--- src/rtl/core/adx_pkg.sv ---
// adx_pkg: shared types, widths and codes of the directional index trader
`default_nettype none
package adx_pkg;

  localparam int PRICE_W = 24;
  localparam int FRAC_W  = 16;
  localparam int NUM_W   = 64;
  localparam int DEN_W   = 48;
  localparam int CNT_W   = 7;
  localparam int AVG_W   = 42;
  localparam int RAT_W   = 40;
  localparam int IDX_W   = 24;
  localparam int UNIT_W  = 11;
  localparam int CASH_W  = 48;
  localparam int CFG_W   = 24;

  localparam logic [16:0]      W_ONE     = 17'd65536;
  localparam logic [RAT_W-1:0] RATIO_MAX = 40'h7F_FFFF_FFFF;
  localparam logic [IDX_W-1:0] DX_MAX    = 24'd6553600;

  localparam logic signed [CASH_W-1:0] CASH_MAX = 48'sh7FFF_FFFF_FFFF;
  localparam logic signed [CASH_W-1:0] CASH_MIN = 48'sh8000_0000_0000;

  // register indexes
  localparam logic [1:0] REG_EMA_WEIGHT     = 2'd0;
  localparam logic [1:0] REG_ADX_THRESHOLD  = 2'd1;
  localparam logic [1:0] REG_POSITION_LIMIT = 2'd2;

  // order codes
  localparam logic [1:0] ORDER_NONE = 2'd0;
  localparam logic [1:0] ORDER_BUY  = 2'd1;
  localparam logic [1:0] ORDER_SELL = 2'd2;

  // day phase codes
  localparam logic [1:0] PH_NONE = 2'd0;
  localparam logic [1:0] PH_ONE  = 2'd1;
  localparam logic [1:0] PH_RUN  = 2'd2;

  typedef enum logic [3:0] {
    CMD_NONE, CMD_LOAD, CMD_TR, CMD_AVG, CMD_DIV_P, CMD_DIV_M, CMD_RATIO,
    CMD_SUMS, CMD_DIV_X, CMD_DX, CMD_ADX, CMD_TRADE, CMD_VALUE, CMD_PUSH
  } cmd_e;

  typedef enum logic [3:0] {
    ST_IDLE, ST_TR, ST_AVG, ST_DIV_P, ST_WAIT_P, ST_DIV_M, ST_WAIT_M, ST_RATIO,
    ST_SUMS, ST_DIV_X, ST_WAIT_X, ST_DX, ST_ADX, ST_TRADE, ST_VALUE, ST_PUSH
  } state_e;

  typedef struct packed {
    logic div_busy;
    logic div_done;
    logic phase_zero;
    logic out_free;
  } status_t;

  // saturate a 49-bit signed sum to 48 bits
  function automatic logic signed [CASH_W-1:0] sat48(input logic signed [CASH_W:0] v);
    logic signed [CASH_W-1:0] r;
    if (v[CASH_W] != v[CASH_W-1]) begin
      r = v[CASH_W] ? CASH_MIN : CASH_MAX;
    end else begin
      r = v[CASH_W-1:0];
    end
    return r;
  endfunction

endpackage
`default_nettype wire

--- src/rtl/core/adx_ctrl.sv ---
// adx_ctrl: sequencer that steps the datapath through one bar
`default_nettype none
module adx_ctrl
  import adx_pkg::*;
(
  input  wire logic    clk_i,
  input  wire logic    rst_ni,
  input  wire logic    in_valid_i,
  output logic         in_ready_o,
  input  wire status_t status_i,
  output cmd_e         cmd_o
);

  state_e state_q, state_d;
  logic   accept;

  assign in_ready_o = (state_q == ST_IDLE);
  assign accept     = in_valid_i && in_ready_o;

  // next state
  always_comb begin
    state_d = state_q;
    case (state_q)
      ST_IDLE:   if (accept && !status_i.phase_zero) state_d = ST_TR;
      ST_TR:     state_d = ST_AVG;
      ST_AVG:    state_d = ST_DIV_P;
      ST_DIV_P:  state_d = ST_WAIT_P;
      ST_WAIT_P: if (status_i.div_done) state_d = ST_DIV_M;
      ST_DIV_M:  state_d = ST_WAIT_M;
      ST_WAIT_M: if (status_i.div_done) state_d = ST_RATIO;
      ST_RATIO:  state_d = ST_SUMS;
      ST_SUMS:   state_d = ST_DIV_X;
      ST_DIV_X:  state_d = ST_WAIT_X;
      ST_WAIT_X: if (status_i.div_done) state_d = ST_DX;
      ST_DX:     state_d = ST_ADX;
      ST_ADX:    state_d = ST_TRADE;
      ST_TRADE:  state_d = ST_VALUE;
      ST_VALUE:  state_d = ST_PUSH;
      ST_PUSH:   if (status_i.out_free) state_d = ST_IDLE;
      default:   state_d = ST_IDLE;
    endcase
  end

  // commands
  always_comb begin
    cmd_o = CMD_NONE;
    case (state_q)
      ST_IDLE:  if (accept) cmd_o = CMD_LOAD;
      ST_TR:    cmd_o = CMD_TR;
      ST_AVG:   cmd_o = CMD_AVG;
      ST_DIV_P: cmd_o = CMD_DIV_P;
      ST_DIV_M: cmd_o = CMD_DIV_M;
      ST_RATIO: cmd_o = CMD_RATIO;
      ST_SUMS:  cmd_o = CMD_SUMS;
      ST_DIV_X: cmd_o = CMD_DIV_X;
      ST_DX:    cmd_o = CMD_DX;
      ST_ADX:   cmd_o = CMD_ADX;
      ST_TRADE: cmd_o = CMD_TRADE;
      ST_VALUE: cmd_o = CMD_VALUE;
      ST_PUSH:  if (status_i.out_free) cmd_o = CMD_PUSH;
      default:  cmd_o = CMD_NONE;
    endcase
  end

  always_ff @(posedge clk_i or negedge rst_ni) begin
    if (!rst_ni) begin
      state_q <= ST_IDLE;
    end else begin
      state_q <= state_d;
    end
  end

endmodule
`default_nettype wire

--- config.mk ---
export PLATFORM = sky130hd
export DESIGN_NAME = adx_ctrl
export DESIGN_NICKNAME = d
export VERILOG_FILES = /design/src/rtl/core/adx_pkg.sv /design/src/rtl/core/adx_ctrl.sv
export SDC_FILE = /design/constraint.sdc
export NUM_CORES = 1
export LEC_CHECK = 0
export BUFFER_PORTS_ARGS = -buffer_cell sky130_fd_sc_hd__buf_4
export CAP_MARGIN = 20
export CELL_PAD_IN_SITES_DETAIL_PLACEMENT = 0
export CELL_PAD_IN_SITES_GLOBAL_PLACEMENT = 1
export CORE_AREA = 2 2 39 41
export CTS_CLUSTER_DIAMETER = 150
export DETAILED_ROUTE_END_ITERATION = 8
export DIE_AREA = 0 0 41 43
export PLACE_DENSITY = 0.7
export SLEW_MARGIN = 15
export SYNTH_ARGS = -nofsm -noshare
export SYNTH_HDL_FRONTEND = slang
export SYNTH_SLANG_ARGS = --single-unit
--- constraint.sdc ---
create_clock -name clk_i -period 1.8 [get_ports clk_i]
set_input_delay 0.09 -clock clk_i [delete_from_list [all_inputs] [get_ports clk_i]]
set_output_delay 0.09 -clock clk_i [all_outputs]
set_load 0.03 [all_outputs]
==> results.md, run 1 <==
* Outcome: completed
* Number of synthesis warnings at 0
* Number of buffers inserted for hold repair after clock tree synthesis at 1
* Number of violations reported at the end of detailed-routing iteration 0 at 6
* Horiz. Die Dim at 41 um
* Data required time at the worst endpoint at 1.71 ns
* Share of the yosys chip area belonging to registers at 0.2658
* Number of nets still failing antenna checks after routing at 0
* Post-Route Utilization at 0.3535
* First element of the critical path: state_q[2]
* Clock network fraction of design power at 0.106
* Lkg Pwr at 0.2195 nW
* Number of global-route vias before repair at 323
* Yosys reg bits at 4
* Crit Path Category: reg2out
* Fraction of power spent switching nets at 0.5142
* Vias per cell at 4.934
* Max Root-Sink Buffers at 2
* Via Count at 375
* Netlist cell types at 28
* Total power at 1.054 mW
* Leading cell type in the layout, fill and taps excluded: buf_4
* Crit. End Element: output port
* Total of fill cells in the finished design at 153
* Core Footprint at 1384 um2
* Number of hold-slack violations in the final timing report at 0
* Top reg by flops: state_q
* Number of setup buffers added after CTS at 0
* Ratio of final minimum period to clock period at 0.9595
* Number of iterations in the first detailed-routing pass at 4
* Count of antenna diodes in the layout at 0
* Die height at 43 um
* Final setup violation count at 0
* Nets at 69
* Max_slew headroom at 0.6633
* DRC at 0
* Path category of the worst min-delay check: in2reg
* Leading cell types by total area after synthesis: dfrtp_1 (27%), a21oi_1 (8.0%), nor2_1 (6.0%), nand2b_1 (5.0%), buf_2 (4.0%)
* Timing-limited maximum frequency at 579.0 MHz
* Root cell of the clock tree: clkbuf_4
* Tightest Pin Transition at 0.5050 ns
* Global-route wire length before repair at 1255 um
* Pin count of the biggest net entering global routing at 17
* Number of sinks on the clock net at 4
* Placed cell area at 456.7 um2
* Number of levels the H-tree was split into at 1
* Internal Dissipation at 511.9 uW
* Post-synthesis cell type with the largest combined area: dfrtp_1
* Final max-slew violation count at 0
* Clock transition at the registers of the reported paths at 0.03 ns
* I/O pin cnt at 12
* Cell area after synthesis at 376.6 um2
* Synthesized area per cell at 7.686 um2
* Startpoint of the lowest-slack hold path: status_i[0]
* Final weighted congestion in routability-driven placement at 0.6882
* Top Registers: state_q: 4 flops
* Post-CTS sizing at 0
* Sequential cell fraction of total power at 0.282
* Startpoint kind of the worst setup timing path: register
* Combinational share of power at 0.612
* Max capacitance violation total at 0
* Peak supply drop at 0.0009353 V
* Placed Instances at 72
* Clock period minus worst slack at 1.727 ns
* Number of instances in the synthesized netlist at 49
* Clock insertion delay at the later pin of the skew report at 0.24 ns
* RSZ-0062 raised after global routing: false
* Count of buffers inserted at the top-level ports at 10
* Startpoint of the worst register-to-register path: state_q[2]
* Antenna violations before repair at 0
* Syn Nets at 56
* Flip-flop count of the largest register, all copies and words added at 4
* Congestion Overflow GR at 0
* Share of cells above drive strength 1 at 0.2667
* Area of the die at 1763 um2
* Initial core utilization at 0.2722
* CTS tree: built
* Average detailed-routed wire length per instance at 10.43 um
* Leading cell types in the layout, fill and taps excluded: buf_4 (11), nor2_1 (6), a21oi_1 (6)
* Hpwl dp at 563.7 um
* Total Routed Length at 793 um
* Placement row count at 14
* Maximum fanout along the worst path at 16
* Setup total negative slack at 0 ns
* Max Clock Skew at 0.005239 ns
* Number of buffers added by the clock tree synthesis step at 3
* Worst Path Arrival at 1.64 ns
* Number of cells in the finished layout apart from fillers at 76
* NetSw at 541.8 uW
* Fraction of post-synthesis cell area in the top cell type by area at 0.2658
* Overall global routing resource usage at 0.1079
* Final std cell area, no fill at 489.2 um2
* Layout overhead on the synthesized area at 29.90%
* Pwr/cell area at 2154 nW/um2
## final cells by class
class | count | area [um2] | share of cell area
well taps | 16 | 20.02 | 0.04092
multi-input cells | 37 | 239.0 | 0.4885
repair buffers | 12 | 92.59 | 0.1893
flip-flops and latches | 4 | 100.1 | 0.2046
clock buffers | 3 | 22.52 | 0.04604
inverters | 4 | 15.01 | 0.03069
## synthesized netlist by cell type
cell type,n
or3_1,1
a211oi_1,2
o21a_1,1
dfrtp_1,4
clkinv_1,1
nor2_1,6
a221oi_1,1
buf_2,3
inv_1,3
o21ai_0,2
o21ai_1,1
nand2_1,1
a21oi_1,6
a21bo_1,1
nand3b_1,1
xnor2_1,1
nor3_1,1
buf_4,1
mux2_2,1
o22a_1,1
nand3_1,1
a221oi_2,1
nor4_1,1
xor2_1,1
and3_1,1
a31oi_1,1
nand2b_1,3
and4bb_1,1
## critical path: stages, from the launching register on
cell      delay (ns)
dfrtp_1         0.55
nand2b_1        0.26
mux2_2          0.28
o21ai_1         0.13
buf_4           0.18
## metrics by stage
stage          hold WS [ns]  setup WS (ns)
6_report             0.1690        0.07296
5_1_grt              0.1800        0.01329
4_1_cts              0.1678        0.06449
3_5_place_dp        -0.1116         0.3163
3_3_place_gp        -0.1120         0.3326
2_1_floorplan       -0.2056         0.1343
## power groups by stage
stage                     sequential [mW]  combinational [mW]  clock, mW
after floorplan                     0.182               0.587          0
after global placement              0.303               0.645          0
after detailed placement            0.297               0.652          0
after CTS                           0.295               0.654      0.117
after global routing                0.312               0.704      0.124
final                               0.297               0.645      0.112
## final timing paths
| check | to | slack (ns) | cells past startpoint |
|---|---|---|---|
| max | cmd_o[1] | 0.07 | 4 |
| min | state_q[3] | 0.17 | 3 |
| max reg2reg | state_q[0] | 0.47 | 3 |
| min reg2reg | state_q[0] | 0.76 | 1 |
| max in group asynchronous | state_q[3] | 1.51 | 2 |
| min in group asynchronous | state_q[1] | 0.19 | 2 |
## cell families (layout without fill, tap and decap cells)
logic type | count (synthesis) | after routing | synth area share
xor+xnor | 2 | 2 | 0.04652
simple gates | 17 | 17 | 0.2492
flops | 4 | 4 | 0.2658
buf+inv | 8 | 19 | 0.09965
compound gates | 17 | 17 | 0.3090
mux | 1 | 1 | 0.02990
## metal layers
metal | track usage | share of wire
met2 | 0.1531 | 0.45
met3 | 0.06283 | 0.072
met1 | 0.1205 | 0.47
met4 | 0.06000 | 0.010
met5 | 0 | 0
Power figures use the tool's default switching activity.
==> run 2: changes to the inputs <==
- RECOVER_POWER: unset -> 50
==> results.md, run 2 (synthesis results as in run 1) <==
* Clock period minus worst slack at 1.727 ns
* Crit Path Category: reg2out
* Final weighted congestion in routability-driven placement at 0.6882
* Outcome: completed
* Placement row count at 14
* Leading cell types in the layout, fill and taps excluded: buf_4 (10), nor2_1 (6), a21oi_1 (6)
* Number of buffers inserted for hold repair after clock tree synthesis at 1
* CTS tree: built
* Global-route wire length before repair at 1255 um
* Root cell of the clock tree: clkbuf_4
* Worst Path Arrival at 1.64 ns
* Clock transition at the registers of the reported paths at 0.03 ns
* Hpwl dp at 563.7 um
* Share of cells above drive strength 1 at 0.2500
* Initial core utilization at 0.2722
* FF-to-FF End: state_q[0]
* Vias per cell at 4.934
* Pin count of the biggest net entering global routing at 17
* Setup total negative slack at 0 ns
* Total power at 1.053 mW
* Maximum fanout along the worst path at 16
* Top reg by flops: state_q
* Via Count at 375
* Leading cell type in the layout, fill and taps excluded: buf_4
* Startpoint kind of the worst setup timing path: register
* Reg2reg setup slack at 0.47 ns
* Pwr/cell area at 2168 nW/um2
* Timing-limited maximum frequency at 579.0 MHz
* First element of the critical path: state_q[2]
* Worst Reg-to-Reg Cells at 3
* I/O pin cnt at 12
* Post-CTS sizing at 0
* Tightest Pin Transition at 0.5050 ns
* Number of iterations in the first detailed-routing pass at 4
* Number of violations reported at the end of detailed-routing iteration 0 at 6
* Area used by multi-input combinational logic at 239.0 um2
* Total of fill cells in the finished design at 153
* Number of nets still failing antenna checks after routing at 0
* Horiz. Die Dim at 41 um
* Overall global routing resource usage at 0.1079
* Count of buffers inserted at the top-level ports at 10
* Minimum hold slack at 0.1690 ns
* Antenna violations before repair at 0
* Die height at 43 um
* Final setup violation count at 0
* Max Root-Sink Buffers at 2
* Max capacitance violation total at 0
* Lkg Pwr at 0.2159 nW
* Max Clock Skew at 0.005214 ns
* Startpoint of the worst register-to-register path: state_q[2]
* Max_slew headroom at 0.6633
* Register cell area after layout at 100.1 um2
* Number of sinks on the clock net at 4
* Crit. End Element: output port
* Total Routed Length at 795 um
* Count of antenna diodes in the layout at 0
* Flip-flop count of the largest register, all copies and words added at 4
* Clock insertion delay at the later pin of the skew report at 0.24 ns
* Critical path endpoint: cmd_o[1]
* Top Registers: state_q: 4 flops
* Nets at 69
* Final max-slew violation count at 0
* Number of levels the H-tree was split into at 1
* Startpoint of the lowest-slack hold path: status_i[0]
* Post-Route Utilization at 0.3508
* Number of hold-slack violations in the final timing report at 0
* Core Footprint at 1384 um2
* Ratio of final minimum period to clock period at 0.9595
* DRC at 0
* Data required time at the worst endpoint at 1.71 ns
* Number of buffers added by the clock tree synthesis step at 3
* Worst setup margin at 0.07296 ns
* Number of setup buffers added after CTS at 0
* Peak supply drop at 0.0009351 V
* Layout overhead on the synthesized area at 28.90%
* Area of the die at 1763 um2
* Setup slack after placement at 0.3163 ns
* Number of global-route vias before repair at 323
* Path category of the worst min-delay check: in2reg
* Congestion Overflow GR at 0
* Average detailed-routed wire length per instance at 10.46 um
* RSZ-0062 raised after global routing: false
## run 2: routing by layer
layer | vias up | track usage | part of all wire
met5 | - | 0 | 0
met4 | 0 | 0.06000 | 0.010
met3 | 2 | 0.06283 | 0.072
met2 | 8 | 0.1531 | 0.45
met1 | 166 | 0.1205 | 0.47
li1 | 199 | - | -
## run 2: worst min path at each step
stage                  to  slack (ns)  depth (start not counted)
5_1_grt        state_q[3]        0.18                          3
6_report       state_q[3]        0.17                          3
2_1_floorplan  state_q[0]       -0.21                          0
4_1_cts        state_q[3]        0.17                          3
3_5_place_dp   state_q[1]       -0.11                          1
3_3_place_gp   state_q[1]       -0.11                          1
## run 2: worst max-delay path, cell delays in order, from the launching register on
cell      delay [ns]
dfrtp_1         0.55
nand2b_1        0.26
mux2_2          0.28
o21ai_1         0.13
buf_4           0.18
## run 2: final cells by class
type	instances	area share
multi-input cells	37	0.4923
clock buffers	3	0.04639
repair buffers	12	0.1830
well taps	16	0.04124
inverters	4	0.03093
flip-flops and latches	4	0.2062
## run 2: through the flow
step | instances | area (um2)
after floorplan | 49 | 376.6
after global placement | 72 | 456.7
after detailed placement | 72 | 456.7
after CTS | 76 | 489.2
after global routing | 76 | 485.5
final | 76 | 485.5
## run 2: power by group
| part | switching [mW] | internal (mW) | leakage (nW) |
|---|---|---|---|
| Combinational | 0.341 | 0.303 | 0.158 |
| Sequential | 0.164 | 0.133 | 0.0443 |
| Clock | 0.0371 | 0.0746 | 0.0138 |
| Total | 0.542 | 0.511 | 0.216 |
